### config.mk
export PLATFORM = sky130hd
export DESIGN_NAME = unique_key_stack
export DESIGN_NICKNAME = d
export VERILOG_FILES = /design/src/rtl/uks_pkg.sv /design/src/rtl/uks_ram.sv /design/src/rtl/unique_key_stack.sv
export SDC_FILE = /design/constraint.sdc
export NUM_CORES = 1
export LEC_CHECK = 0
export ABC_AREA = 1
export CAP_MARGIN = 20
export CELL_PAD_IN_SITES_DETAIL_PLACEMENT = 1
export CELL_PAD_IN_SITES_GLOBAL_PLACEMENT = 2
export CORE_AREA = 4 4 291 293
export DETAILED_ROUTE_END_ITERATION = 7
export DIE_AREA = 0 0 295 297
export DONT_BUFFER_PORTS = 1
export GPL_ROUTABILITY_DRIVEN = 0
export PLACE_DENSITY = 0.85
export SLEW_MARGIN = 5
export SYNTH_ARGS = -nofsm -noshare
export SYNTH_HDL_FRONTEND = slang
export SYNTH_SLANG_ARGS = --single-unit
export TNS_END_PERCENT = 100
### constraint.sdc
create_clock -name i_clk -period 5 [get_ports i_clk]
set_input_delay 0.25 -clock i_clk [delete_from_list [all_inputs] [get_ports i_clk]]
set_output_delay 0.25 -clock i_clk [all_outputs]
set_load 0.005 [all_outputs]
### src/rtl/uks_pkg.sv
// Shared types for the unique-key stack: command and status codes.
// No dependencies; imported by the stack top level and its checker.
package uks_pkg;

    typedef enum logic [1:0] {
        CMD_PUSH = 2'd0,
        CMD_POP  = 2'd1,
        CMD_PEEK = 2'd2,
        CMD_LEN  = 2'd3
    } t_cmd;

    typedef enum logic [1:0] {
        ST_OK    = 2'd0,
        ST_DUP   = 2'd1,
        ST_EMPTY = 2'd2,
        ST_FULL  = 2'd3
    } t_status;

endpackage

### src/rtl/uks_ram.sv
// Generic single-clock RAM: one write port, one read port, registered read.
// No dependencies.
module uks_ram #(
    parameter int WIDTH = 48,
    parameter int DEPTH = 16
) (
    input  logic                     i_clk,
    input  logic                     i_wr_en,
    input  logic [$clog2(DEPTH)-1:0] i_wr_addr,
    input  logic [WIDTH-1:0]         i_wr_data,
    input  logic [$clog2(DEPTH)-1:0] i_rd_addr,
    output logic [WIDTH-1:0]         o_rd_data
);

    logic [WIDTH-1:0] r_mem [DEPTH];
    logic [WIDTH-1:0] r_rd_data;

    always_ff @(posedge i_clk) begin
        if (i_wr_en) begin
            r_mem[i_wr_addr] <= i_wr_data;
        end
        r_rd_data <= r_mem[i_rd_addr];
    end

    assign o_rd_data = r_rd_data;

endmodule

### src/rtl/unique_key_stack.sv
// Unique-key stack top level: command sequencer around one key/data RAM.
// Depends on uks_pkg and uks_ram.
//
// Usage:
//   Slave channel takes one command word: tuser carries the command (push,
//   pop, peek, length query), tdata the key and payload of a push.
//   Master channel returns one result word per command: tuser carries the
//   status, tdata the returned key and payload, entry count and empty flag.
//   A push scans every stored key, one RAM read per cycle, before it writes,
//   and stops early when a duplicate is found. Pop and peek pass through
//   S_TOP and S_TOPD to read the top entry; the length query and pop or peek
//   on an empty stack go straight to S_RESP. One command is in work at a
//   time, and the next is taken in the cycle after the result is registered.
//   The next command is taken while the result word in the output register
//   still waits for the receiver.
//   When the receiver stalls, the result word holds and the sequencer waits
//   with the following result until the output register frees.
//   Reset (synchronous, active low) empties the stack and drops any pending
//   result; the RAM contents are not cleared, only entries below the fill
//   level are ever used.
module unique_key_stack
    import uks_pkg::*;
#(
    parameter int DEPTH     = 16,
    parameter int KEY_BITS  = 16,
    parameter int DATA_BITS = 32,
    localparam int CNT_BITS = $clog2(DEPTH + 1),
    localparam int IN_W     = ((KEY_BITS + DATA_BITS + 7) / 8) * 8,
    localparam int OUT_W    = ((KEY_BITS + DATA_BITS + CNT_BITS + 1 + 7) / 8) * 8
) (
    input  logic             i_clk,
    input  logic             i_rst_n,
    input  logic             s_axis_tvalid,
    output logic             s_axis_tready,
    input  logic [IN_W-1:0]  s_axis_tdata,  // in_key, in_data, zero pad
    input  logic [1:0]       s_axis_tuser,  // command
    output logic             m_axis_tvalid,
    input  logic             m_axis_tready,
    output logic [OUT_W-1:0] m_axis_tdata,  // out_key, out_data, entry_count, is_empty, pad
    output logic [1:0]       m_axis_tuser   // status
);

    localparam int AW    = $clog2(DEPTH);
    localparam int RAM_W = KEY_BITS + DATA_BITS;

    typedef enum logic [2:0] {
        S_IDLE,
        S_SCAN,
        S_TOP,
        S_TOPD,
        S_RESP
    } t_state;

    t_state                r_state;
    t_cmd                  r_cmd;
    logic [KEY_BITS-1:0]   r_key;
    logic [DATA_BITS-1:0]  r_data;
    logic [CNT_BITS-1:0]   r_fill;
    logic [CNT_BITS-1:0]   r_idx;
    logic                  r_pend;
    t_status               r_res_status;
    logic [KEY_BITS-1:0]   r_res_key;
    logic [DATA_BITS-1:0]  r_res_data;
    logic                  r_out_valid;
    t_status               r_out_status;
    logic [KEY_BITS-1:0]   r_out_key;
    logic [DATA_BITS-1:0]  r_out_data;
    logic [CNT_BITS-1:0]   r_out_cnt;
    logic                  r_out_empty;

    t_cmd                  in_cmd;
    logic [KEY_BITS-1:0]   in_key;
    logic [DATA_BITS-1:0]  in_data;
    logic [RAM_W-1:0]      rd_word;
    logic [KEY_BITS-1:0]   rd_key;
    logic [DATA_BITS-1:0]  rd_data;
    logic                  scan_hit;
    logic                  scan_done;
    logic                  is_full;
    logic                  wr_en;

    assign in_cmd  = t_cmd'(s_axis_tuser);
    assign in_key  = s_axis_tdata[KEY_BITS-1:0];
    assign in_data = s_axis_tdata[KEY_BITS +: DATA_BITS];

    assign rd_key  = rd_word[KEY_BITS-1:0];
    assign rd_data = rd_word[KEY_BITS +: DATA_BITS];

    assign is_full   = (r_fill == CNT_BITS'(DEPTH));
    assign scan_hit  = (r_state == S_SCAN) && r_pend && (rd_key == r_key);
    assign scan_done = (r_state == S_SCAN) && !r_pend && (r_idx == r_fill);
    assign wr_en     = scan_done && !is_full;

    uks_ram #(
        .WIDTH (RAM_W),
        .DEPTH (DEPTH)
    ) u_ram (
        .i_clk     (i_clk),
        .i_wr_en   (wr_en),
        .i_wr_addr (r_fill[AW-1:0]),
        .i_wr_data ({r_data, r_key}),
        .i_rd_addr (r_idx[AW-1:0]),
        .o_rd_data (rd_word)
    );

    always_ff @(posedge i_clk) begin
        if (!i_rst_n) begin
            r_state     <= S_IDLE;
            r_fill      <= '0;
            r_pend      <= 1'b0;
            r_out_valid <= 1'b0;
        end else begin
            if (r_out_valid && m_axis_tready && (r_state != S_RESP)) begin
                r_out_valid <= 1'b0;
            end
            case (r_state)
                S_IDLE: begin
                    if (s_axis_tvalid) begin
                        r_cmd      <= in_cmd;
                        r_key      <= in_key;
                        r_data     <= in_data;
                        r_res_key  <= '0;
                        r_res_data <= '0;
                        case (in_cmd)
                            CMD_PUSH: begin
                                r_idx   <= '0;
                                r_pend  <= 1'b0;
                                r_state <= S_SCAN;
                            end
                            CMD_POP, CMD_PEEK: begin
                                if (r_fill == '0) begin
                                    r_res_status <= ST_EMPTY;
                                    r_state      <= S_RESP;
                                end else begin
                                    r_idx   <= r_fill - 1'b1;
                                    r_state <= S_TOP;
                                end
                            end
                            default: begin
                                r_res_status <= ST_OK;
                                r_state      <= S_RESP;
                            end
                        endcase
                    end
                end
                S_SCAN: begin
                    if (scan_hit) begin
                        r_res_status <= ST_DUP;
                        r_state      <= S_RESP;
                    end else if (scan_done) begin
                        if (is_full) begin
                            r_res_status <= ST_FULL;
                        end else begin
                            r_res_status <= ST_OK;
                            r_fill       <= r_fill + 1'b1;
                        end
                        r_state <= S_RESP;
                    end else begin
                        r_pend <= (r_idx < r_fill);
                        if (r_idx < r_fill) begin
                            r_idx <= r_idx + 1'b1;
                        end
                    end
                end
                S_TOP: begin
                    r_state <= S_TOPD;
                end
                S_TOPD: begin
                    r_res_status <= ST_OK;
                    r_res_key    <= rd_key;
                    r_res_data   <= rd_data;
                    if (r_cmd == CMD_POP) begin
                        r_fill <= r_fill - 1'b1;
                    end
                    r_state <= S_RESP;
                end
                S_RESP: begin
                    if (!r_out_valid || m_axis_tready) begin
                        r_out_valid  <= 1'b1;
                        r_out_status <= r_res_status;
                        r_out_key    <= r_res_key;
                        r_out_data   <= r_res_data;
                        r_out_cnt    <= r_fill;
                        r_out_empty  <= (r_fill == '0);
                        r_state      <= S_IDLE;
                    end
                end
                default: begin
                    r_state <= S_IDLE;
                end
            endcase
        end
    end

    assign s_axis_tready = (r_state == S_IDLE);
    assign m_axis_tvalid = r_out_valid;
    assign m_axis_tuser  = r_out_status;
    assign m_axis_tdata  = OUT_W'({r_out_empty, r_out_cnt, r_out_data, r_out_key});

endmodule

# --- Yosys cells after proc, flatten, opt, wreduce, memory -nomap -nowiden ---
# Memory sizes are Yosys's and may differ from the RTL's. A register that Yosys moved wholly into a read port is not among the register bits.
# Index checks and enable logic that the tools add are counted.
word_totals:
  mem_count: 1
  wordCells: 113
  mem_bits_rw: 768
  register_bits: 171
memory_table:
  columns: ["name", "words", "word_bits", "rd", "rd_ports_with_merged_regs", "wr", "line_no", "rtl"]
  rows:
  - ["u_ram.r_mem", 16, 48, 1, 1, 1, "uks_ram.sv:15", "logic [WIDTH-1:0] r_mem [DEPTH];"]
classes:
  n_addsub: 3
  reduce_logical: 27
  mux: 40
  eq_ne: 25
  magnitude_cmp: 1
op_table:
  columns: ["cell", "count"]
  rows:
  - ["one-hot mux 32 bit (2 select lines)", 1]
  - ["2-to-1 mux 5 bit", 9]
  - ["2-to-1 mux 32 bit", 1]
  - ["one-hot mux 16 bit (2 select lines)", 1]
  - ["one-hot mux 5 bit (2 select lines)", 3]
  - ["equality test 16 bit", 1]
  - ["2-to-1 mux 16 bit", 1]
  - ["!= test 2 bit (second input constant)", 8]
  - ["2-to-1 mux 3 bit", 5]
  - ["one-hot mux 3 bit (5 select lines)", 1]
  - ["!= test 3 bit (second input constant)", 4]
  - ["AND reduction 3 bit", 4]
  - ["adder 5 x 1 -> 5 bit (second input constant)", 2]
  - ["2-to-1 mux 2 bit", 5]
  - ["AND reduction 5 bit", 2]
  - ["2-to-1 mux 1 bit", 9]
  - ["AND reduction 8 bit", 1]
  - ["logical AND 1 bit", 7]
  - ["equality test 3 x 2 -> 1 bit (second input constant)", 2]
  - ["one-hot mux 2 bit (3 select lines)", 1]
  - ["one-hot mux 3 bit (2 select lines)", 1]
  - ["AND reduction 6 bit", 1]
  - ["nonzero test 2 bit", 3]
  - ["equality test 5 bit", 1]
  - ["other kinds (18)", 22]

# --- Depth between registers and ports, before layout ---
# Gate-level depths: netlist of the first run.
logic_depth:
  ltp_word: 6
  depth_mapped: 15
  depth_no_buf: 12

# --- Modules after synthesis ---
# A second synthesis of the first run with hierarchy kept.
hier_totals:
  cells_unflattened: 3673
  hier_area_um2: 40446.3
by_module_without_submodules:
  columns: ["mod", "instances", "seq_area_each_um2", "area_per_inst_um2", "cells_each"]
  rows:
  - ["uks_ram", 1, 24023.0, 33823.7, 3167]
  - ["unique_key_stack", 1, 5034.8, 6622.6, 506]

# --- Worst setup path before layout of the first run ---
# No wires, ideal clock.
synth_timing:
  path_kind: "register -> register"
  start: "register r_idx[0]"
  end: "memory u_ram.r_mem[10][0] (enable)"
  slack_ns: 0.764
  t_arrival_ns: 3.783
  period_less_slack_ns: 4.236
  t_required_ns: 4.546
  stages_incl_launch_ff: 14
  cell_sequence: "edfxtp_1 buf_6 inv_2 buf_4 clkbuf_1 ha_1 nand2_1 nor2_1 nand3_1 inv_2 nand2_1 inv_1 nand2_1 nor2_1"
synth_between:
  elab_chain_len: 5
synth_rtl:
  columns: ["element", "line_no", "rtl"]
  rows:
  - ["start, declared", "unique_key_stack.sv:59", "logic [CNT_BITS-1:0] r_idx;"]
  - ["start signal, assigned", "unique_key_stack.sv:135", "r_idx <= r_fill - 1'b1;"]
  - ["start signal, assigned", "unique_key_stack.sv:161", "r_idx <= r_idx + 1'b1;"]
  - ["equality test 5 bit", "unique_key_stack.sv:91", "assign scan_done = (r_state == S_SCAN) && !r_pend && (r_idx == r_fill);"]
  - ["logical AND 1 bit", "unique_key_stack.sv:91", null]
  - ["logical AND 1 bit", "unique_key_stack.sv:92", "assign wr_en = scan_done && !is_full;"]
  - ["2-to-1 mux 1 bit", "uks_ram.sv:19", "if (i_wr_en) begin"]
  - ["2-to-1 mux 1 bit (not written as such)", "uks_ram.sv:20", "r_mem[i_wr_addr] <= i_wr_data;"]
  - ["end, declared", "uks_ram.sv:15", null]
# No other way between the ends.

==> results of run 1 <==
-- critical path, delay by kind of cell (launching register included) --
| family | cells | cell delay, ps |
|---|---|---|
| AND/OR/NAND/NOR | 1 | 130 |
| buffers and inverters | 2 | 1650 |
| AO/OA/AOI/OAI | 3 | 860 |
| flip-flops | 1 | 500 |
-- stage by stage --
step	worst slack, ps	hold WS (ps)	util, %	total power [mW]
after floorplan	764	349	-	10.6
after detailed placement	1660	349	47.1	11.1
after global placement	1780	349	47.0	11.0
after CTS	1600	22.8	51.8	18.6
final	1560	55.2	51.8	18.5
after global routing	1420	84.7	51.8	19.2
-- how the worst max path moves through the flow --
stage	start	endpoint	slack, ps	depth (start not counted)
finish	r_idx[0]	u_ram.o_rd_data[26]	1560	6
global route	r_idx[0]	u_ram.o_rd_data[26]	1420	6
CTS	r_idx[0]	u_ram.o_rd_data[26]	1600	6
detailed placement	r_idx[0]	u_ram.r_mem[6][24]	1660	11
global placement	r_idx[0]	u_ram.r_mem[14][25]	1780	11
floorplan	r_idx[0]	u_ram.r_mem[10][0]	760	13
-- layer usage --
metal  up-vias  routed length (um)  GRT usage, %
li1       9779                   -             -
met1     11327               38900          27.5
met2       606               46100          35.7
met3       160                4490          3.24
met4         0                2680          7.05
met5         -                   0             0
-- cells by family (layout without fill, tap and decap cells) --
logic type / after synthesis / after routing / synth area share, %
AO/OA/AOI/OAI: 464 / 464 / 8.05
XOR/XNOR: 11 / 11 / 0.258
adder cells (fa/ha/maj): 14 / 14 / 0.468
buffers and inverters: 254 / 384 / 3.11
flip-flops: 987 / 987 / 77.7
multiplexers: 62 / 62 / 1.66
other: 1 / 2 / 0.0100
AND/OR/NAND/NOR: 835 / 835 / 8.78
-- report_power, final --
| part | switching (mW) | internal, mW | total [mW] |
|---|---|---|---|
| sequential | 0.233 | 9.32 | 9.55 |
| combinational | 0.984 | 0.433 | 1.42 |
| clock | 3.12 | 4.37 | 7.49 |
| total | 4.34 | 14.1 | 18.5 |
-- cell type report --
| cell class | instances | area, um2 |
|---|---|---|
| clock inverters | 62 | 591 |
| well taps | 1070 | 1340 |
| repair buffers | 98 | 958 |
| flip-flops and latches | 987 | 29100 |
| multi-input cells | 1388 | 7350 |
| fillers | 7844 | 39500 |
| inverters | 95 | 364 |
| clock buffers | 129 | 2720 |
-- cell usage in the layout (no fill, tap or decap), types with 10 or more instances in the layout --
| cell | n |
|---|---|
| bufinv_16 | 10 |
| nor2_4 | 20 |
| a21oi_1 | 11 |
| nand3_1 | 91 |
| dlygate4sd3_1 | 54 |
| clkbuf_1 | 22 |
| clkinv_1 | 26 |
| inv_1 | 86 |
| o211ai_1 | 35 |
| ha_1 | 14 |
| o221ai_1 | 62 |
| o21ai_0 | 248 |
| o32ai_1 | 96 |
| clkinv_2 | 18 |
| dfxtp_1 | 58 |
| mux2i_1 | 62 |
| buf_4 | 37 |
| nor2_1 | 527 |
| clkbuf_16 | 103 |
| edfxtp_1 | 929 |
| nand2_1 | 186 |
-- state kept, by name (all words and copies together), names as in the netlist, 3 cells and up --
register / flops
r_res_key: 16
u_ram.r_mem: 768
r_out_key: 16
r_out_cnt: 5
r_idx: 5
r_data: 32
u_ram.o_rd_data: 48
r_out_data: 32
r_key: 16
r_res_data: 32
r_fill: 5
r_state: 3
==> results.yml, run 1 <==
timing:
  max_slew_margin_pct: 23.4
  finalSetupViolCount: 0
  rsz0062_at_grt: "false"
  worst_pin_slew_ps: 1150
  drv_slew: 0
  hold_viol_final: 0
  min_period_ps: 3440
  fin_worst_skew_ps: 22.7
  timing.final.crit_share_pct: 68.8
  max_freq_ghz: 0.291
  fin_tns_setup_ps: 0
clock_network:
  cts.sinks: 987
  ctsResizeCount: 0
  cts_buffers: 102
  cts-root-buf: "clkbuf_16"
  cts_tree: "built"
  path_clk_slew_ps: 60
  hold_buffers: 54
  insertion_delay_ps: 660
  postCtsSetupBuffers: 0
  cts_max_path_buffers: 3
  htreeDepth: 3
grt:
  grt_max_degree: 249
  overflow: 0
  grt_pass1_wl_mm: 141
  first_global_vias: 23653
  track_usage_pct: 20.9
  antenna_found_initial: 1
detailed_routing:
  dr.pass1.iters: 6
  initialDrtViolationCount: 1983
  route.antenna.remaining_nets: 0
  wl_mm: 92.2
  vias_per_cell: 5.71
  vias: 21872
  drc: 0
  wl_per_cell_um: 24.1
synthesis:
  syn_avg_cell_area_um2: 14.2
  syn_area_um2: 37400
  ys_ff_latch: 987
  synth_top_cell_by_area: "edfxtp_1"
  synth-main-ff-cell: "edfxtp_1"
  yosysMostFrequentCell: "edfxtp_1"
  ys_seq_area_share_pct: 77.7
  synth_edf_count: 929
  async_flop_share_pct: 0
  yosysWarnings: 0
  synth_top_area_share_pct: 74.6
  yosys-top-cells-count: "929 x edfxtp_1, 546 x nor2_1, 248 x o21ai_0"
  synthCells: 2628
  synth.area.top_cells: "edfxtp_1 75%, nor2_1 5.5%, o21ai_0 3.3%"
  yosysUniqueCellTypes: 36
setup_path:
  rr_worst_depth: 6
  reg2reg_setup_slack_ps: 1560
  path_cells: "buf_12 > buf_4 > o21ai_0 > o21ai_0 > o211ai_1 > nand3_1"
  critical_path_required_ps: 5600
  path_max_fanout: 202
  end_kind: "register"
  start_kind: "register"
  slowest_delay_ps: 910
  worst-setup-path-type: "register to register"
  r2r-start: "r_idx[0]"
  rr_endpoint: "u_ram.o_rd_data[26]"
  cp.arrival_ps: 4040
  crit_path_frequent_cell: "o21ai_0"
  crit_slowest_cell: "buf_4"
floorplanning:
  io_pins: 114
  coreArea_um2: 81800
  fp.dieW_um: 295
  die_area_um2: 87600
  initial_utilization_pct: 45.7
  fp.dieH_um: 297
  num_rows: 105
place:
  dp.cells: 3584
  place_area_um2: 38500
  dpl.hpwl_mm: 51.1
  port_buffers: 0
pwr:
  vdd_ir_drop_max_mv: 0.310
  power.leakage_nw: 14.1
  p_per_area_nw_per_um2: 436
layout:
  nets: 2740
  drive_gt1_share_pct: 7.94
  layout-area-overhead-vs-synth_pct: 13.3
  fin_cells: 3829
  postLayoutCellArea_um2: 42400
  num_antenna_cells: 0
flow_run:
  cap_violations: 0
hold_path:
  hold_class: "input port to register"
  worstHoldStart: "s_axis_tvalid"
  whs_path_depth: 5
  holdPathEnd: "r_pend"
status:
  outcome: "finished, final reports clean"
(Power assumes the default switching activity.)
==> inputs of run 2 (changes only) <==
- clock period: 5 -> 3.5 ns (I/O delays scaled with it)
==> run 2 against run 1 <==
  * Setup slack worse by 1300 ps
  * Hold slack better by 31 ps
  * Cell area up 0.52%
  * Wire length up 6.1%
  * Largest power group unchanged
  * Highest routed layer unchanged
==> results.yml, run 2 (synthesis gave the netlist of run 1 again) <==
setup_path:
  slowest_delay_ps: 800
  cp.arrival_ps: 3900
  crit_family: "simple AND/OR/NAND/NOR gates"
  path_cells: "inv_1 > nand2_1 > nand2_1 > nor2_1 > nand2_1 > nor2_1 > nand3_1 > nand4_1 > nand2_1 > dlygate4sd3_1 > nor2_1 > dlygate4sd3_1"
  crit_path_frequent_cell: "nand2_1"
  crit_buf_inv: 3
  critical_path_required_ps: 4130
  path_max_fanout: 18
  end_kind: "register"
  crit_slowest_cell: "edfxtp_1"
  startpoint: "r_key[3]"
  start_kind: "register"
  r2r-start: "r_key[3]"
  worst-setup-path-type: "register to register"
timing:
  worst_pin_slew_ps: 1120
  hold_viol_final: 0
  fin_worst_skew_ps: 45.9
  max_freq_ghz: 0.305
  rsz0062_at_grt: "false"
  drv_slew: 0
  finalSetupViolCount: 0
  hold_ws_ps: 86.6
  max_slew_margin_pct: 25.2
  min_period_ps: 3280
  timing.final.crit_share_pct: 93.6
  fin_tns_setup_ps: 0
grt:
  grt_pass1_wl_mm: 147
  first_global_vias: 23815
  grt_max_degree: 213
  track_usage_pct: 22.1
  overflow: 0
  antenna_found_initial: 0
clock_network:
  cts-root-buf: "clkbuf_16"
  cts_max_path_buffers: 3
  insertion_delay_ps: 680
  path_clk_slew_ps: 60
  ctsResizeCount: 0
  cts.sinks: 987
  htreeDepth: 3
  cts_buffers: 101
  cts_tree: "built"
layout:
  fill_cells: 7853
  drive_gt1_share_pct: 8.59
  multi_input_area_um2: 7350
  nets: 2753
  regArea_um2: 29100
  postLayoutCellArea_um2: 42600
  largest_reg_flops: 768
  layout_commonest_cell: "edfxtp_1"
  largest_register: "u_ram.r_mem"
  layout_common_cells: "929 x edfxtp_1, 527 x nor2_1, 248 x o21ai_0"
  fin_cells: 3842
  num_antenna_cells: 0
  layout-area-overhead-vs-synth_pct: 13.8
hold_path:
  hold_class: "input port to register"
  worstHoldStart: "s_axis_tuser[1]"
detailed_routing:
  met3WireLength_mm: 5.40
  wl_per_cell_um: 25.5
  vias: 22184
  wl_met1_mm: 40.0
  route.met2.wl_mm: 50.6
  dr.pass1.iters: 5
  route.antenna.remaining_nets: 0
  wl_mm: 97.8
  initialDrtViolationCount: 2228
  vias_per_cell: 5.77
  top_layer_used: "met4"
  drc: 0
place:
  dp.cells: 3597
  port_buffers: 0
  dpl.hpwl_mm: 55.1
  place_area_um2: 38700
floorplanning:
  num_rows: 105
  die_area_um2: 87600
  fp.dieH_um: 297
  io_pins: 114
  fp.dieW_um: 295
  coreArea_um2: 81800
  initial_utilization_pct: 45.7
flow_run:
  cap_violations: 0
status:
  outcome: "finished, final reports clean"
pwr:
  power.leakage_nw: 14.2
  vdd_ir_drop_max_mv: 0.391
  p_per_area_nw_per_um2: 625
==> run 2: worst reg2reg max path, cell delays in order, from the launching register on <==
cell and delay (ps):
edfxtp_1 800, inv_1 90, nand2_1 80, nand2_1 50, nor2_1 120, nand2_1 90, nor2_1 320, nand3_1 290
nand4_1 140, nand2_1 60, dlygate4sd3_1 570, nor2_1 90, dlygate4sd3_1 540
==> run 2: layer usage <==
| layer | vias up | GRT usage (%) |
|---|---|---|
| met5 | - | 0 |
| met1 | 11537 | 29.0 |
| met2 | 714 | 38.5 |
| li1 | 9803 | - |
| met3 | 130 | 3.52 |
| met4 | 0 | 6.05 |
==> run 2: cell type report <==
| class | count | share of cell area [%] |
|---|---|---|
| clock buffer | 139 | 6.48 |
| inverter | 95 | 0.855 |
| clock inverter | 51 | 1.40 |
| timing repair buffer | 112 | 2.65 |
| sequential | 987 | 68.2 |
| multi-input combinational | 1388 | 17.3 |
| tap | 1070 | 3.14 |
==> run 2: repair_timing <==
item | 4_1_cts | 5_1_grt
hold buffers | 55 | 0
hold endpoints to repair | 62 | 0
endpoints found under the setup margin | 0 | 0
setup buffers | 0 | 0
==> run 2: where the power goes <==
group	switching (mW)	total [mW]	internal [mW]
clock	4.50	10.9	6.35
sequential	0.344	13.7	13.3
combinational	1.46	2.09	0.633
total	6.30	26.6	20.3
==> run 2: worst paths after layout <==
kind / endpoint / slack (ps) / depth (start not counted)
setup reg to reg: r_pend / 220 / 12
setup / recovery: r_pend / 220 / 12
hold reg to reg: r_out_data[4] / 400 / 0
hold / removal: r_state[0] / 90 / 6
==> run 2: through the flow <==
step	util, %	power [mW]	worst slack, ps
2_1_floorplan	-	15.2	-736
3_3_place_gp	47.3	15.8	396
3_5_place_dp	47.3	15.9	333
4_1_cts	52.0	26.8	231
5_1_grt	52.0	27.6	38.3
6_report	52.0	26.6	223
==> inputs of run 3 (changes only) <==
- BUFFER_PORTS_ARGS: default -> -buffer_cell sky130_fd_sc_hd__buf_4
- CORE_AREA: 4 4 291 293 -> 4 4 294 296
- DIE_AREA: 0 0 295 297 -> 0 0 298 300
- DONT_BUFFER_PORTS: 1 -> default
==> run 3 against run 2 <==
  * Clock skew is 25 ps lower
  * Power is 0.11% higher
  * Setup slack improved by 25 ps
  * Sequential power about the same
  * Cell area rose by 1.8%
  * Utilization decreased by 0.15 points
  * Critical path type unchanged
==> results.yml, run 3 (synthesis gave the netlist of run 1 again) <==
status:
  outcome: "finished, final reports clean"
timing:
  rsz0062_at_grt: "false"
  fin_ws_ps: 248
  hold_ws_ps: 59.9
  max_freq_ghz: 0.308
  worst_pin_slew_ps: 1210
  hold_viol_final: 0
  fin_worst_skew_ps: 21.3
  finalSetupViolCount: 0
  timing.final.crit_share_pct: 92.9
  drv_slew: 0
  max_slew_margin_pct: 19.2
  min_period_ps: 3250
  fin_tns_setup_ps: 0
floorplanning:
  die_area_um2: 89400
  coreArea_um2: 83600
  initial_utilization_pct: 44.8
  num_rows: 106
  fp.dieW_um: 298
  fp.dieH_um: 300
  io_pins: 114
setup_path:
  critical_path_required_ps: 3780
  path_max_fanout: 33
  r2r-start: "r_idx[0]"
  startpoint: "r_idx[0]"
  cp.arrival_ps: 3530
  reg2reg_setup_slack_ps: 250
  start_kind: "register"
  worst-setup-path-type: "register to register"
  end_kind: "register"
detailed_routing:
  wl_per_cell_um: 24.8
  drc: 0
  initialDrtViolationCount: 2111
  wl_mm: 98.3
  vias_per_cell: 5.70
  route.antenna.remaining_nets: 0
  vias: 22569
  dr.pass1.iters: 5
place:
  port_buffers: 111
  place_ws_ps: 325
  dp.cells: 3714
  dpl.hpwl_mm: 53.1
hold_path:
  hold_class: "input port to register"
  worstHoldStart: "s_axis_tvalid"
pwr:
  p_per_area_nw_per_um2: 614
  p_comb_share_pct: 8.4
  p_sw_share_pct: 23.8
  p_seq_share_pct: 51.2
  power.leakage_nw: 14.7
  clockPowerShare_pct: 40.5
  p_sw_mw: 6.33
  vdd_ir_drop_max_mv: 0.352
  p_int_mw: 20.3
layout:
  drive_gt1_share_pct: 12.1
  largest_reg_flops: 768
  finalCoreUtilization_pct: 51.9
  fin_cells: 3961
  layout-area-overhead-vs-synth_pct: 15.9
  nets: 2858
  largest_register: "u_ram.r_mem"
  layout_common_cells: "929 x edfxtp_1, 527 x nor2_1, 248 x o21ai_0"
  layout_commonest_cell: "edfxtp_1"
clock_network:
  ctsResizeCount: 0
  path_clk_slew_ps: 70
  insertion_delay_ps: 660
  cts.sinks: 987
  hold_buffers: 52
  htreeDepth: 3
  cts_tree: "built"
  postCtsSetupBuffers: 0
  cts_buffers: 102
  cts_max_path_buffers: 3
  cts-root-buf: "clkbuf_16"
flow_run:
  cap_violations: 0
grt:
  antenna_found_initial: 3
  track_usage_pct: 21.7
  grt_max_degree: 232
  first_global_vias: 24263
  overflow: 0
  grt_pass1_wl_mm: 149
## run 3: cell types whose count changed in the layout (fill, tap and decap cells not counted), sizes merged
| cell | delta |
|---|---|
| buf | +107 |
| clkbuf | +7 |
| inv | +1 |
| diode | +2 |
| bufinv | -3 |
| dlygate4sd3 | -3 |
| clkinv | -2 |
## run 3: worst paths after layout
kind / endpoint / depth (start not counted)
min: r_cmd[0] / 3
max: u_ram.r_mem[1][14] / 11
min reg2reg: r_out_key[3] / 0
max reg2reg: u_ram.r_mem[1][14] / 11
## run 3: area by class of cell
cell class	instances	area, um2
multi-input cells	1388	7350
clock buffers	146	2850
flip-flops and latches	987	29100
fillers	8072	40200
repair buffers	216	1890
well taps	1080	1350
inverters	95	364
clock inverters	47	493
diodes	2	5.00
## run 3: through the flow
| stage | area (um2) | power [mW] |
|---|---|---|
| finish | 43400 | 26.6 |
| CTS | 43400 | 26.9 |
| global route | 43400 | 27.6 |
| floorplan | 37400 | 15.2 |
| detailed placement | 39500 | 16.1 |
| global placement | 39500 | 15.9 |
## run 3: worst max-delay path: stages, from the launching register on
cell and delay (ps):
edfxtp_1 560, inv_8 40, ha_1 280, nand2_1 50
nor2_1 150, nand3_1 210, inv_2 150, nand2_1 120
inv_1 210, nand2_1 310, nor2_4 180, buf_4 580
## run 3: routing by layer
metal | vias up | GRT usage [%] | wire [um]
li1 | 10029 | - | -
met1 | 11639 | 28.5 | 40600
met2 | 735 | 37.3 | 49400
met3 | 166 | 3.59 | 5980
met4 | 0 | 6.44 | 2300
met5 | - | 0 | 0
## run 3: power groups by stage
stage	Clock [mW]	Sequential (mW)	Combinational (mW)
after floorplan	0	13.7	1.42
after CTS	11.0	13.6	2.25
after global routing	11.5	13.7	2.45
final	10.8	13.6	2.23
after detailed placement	0	13.9	2.18
after global placement	0	13.8	2.08
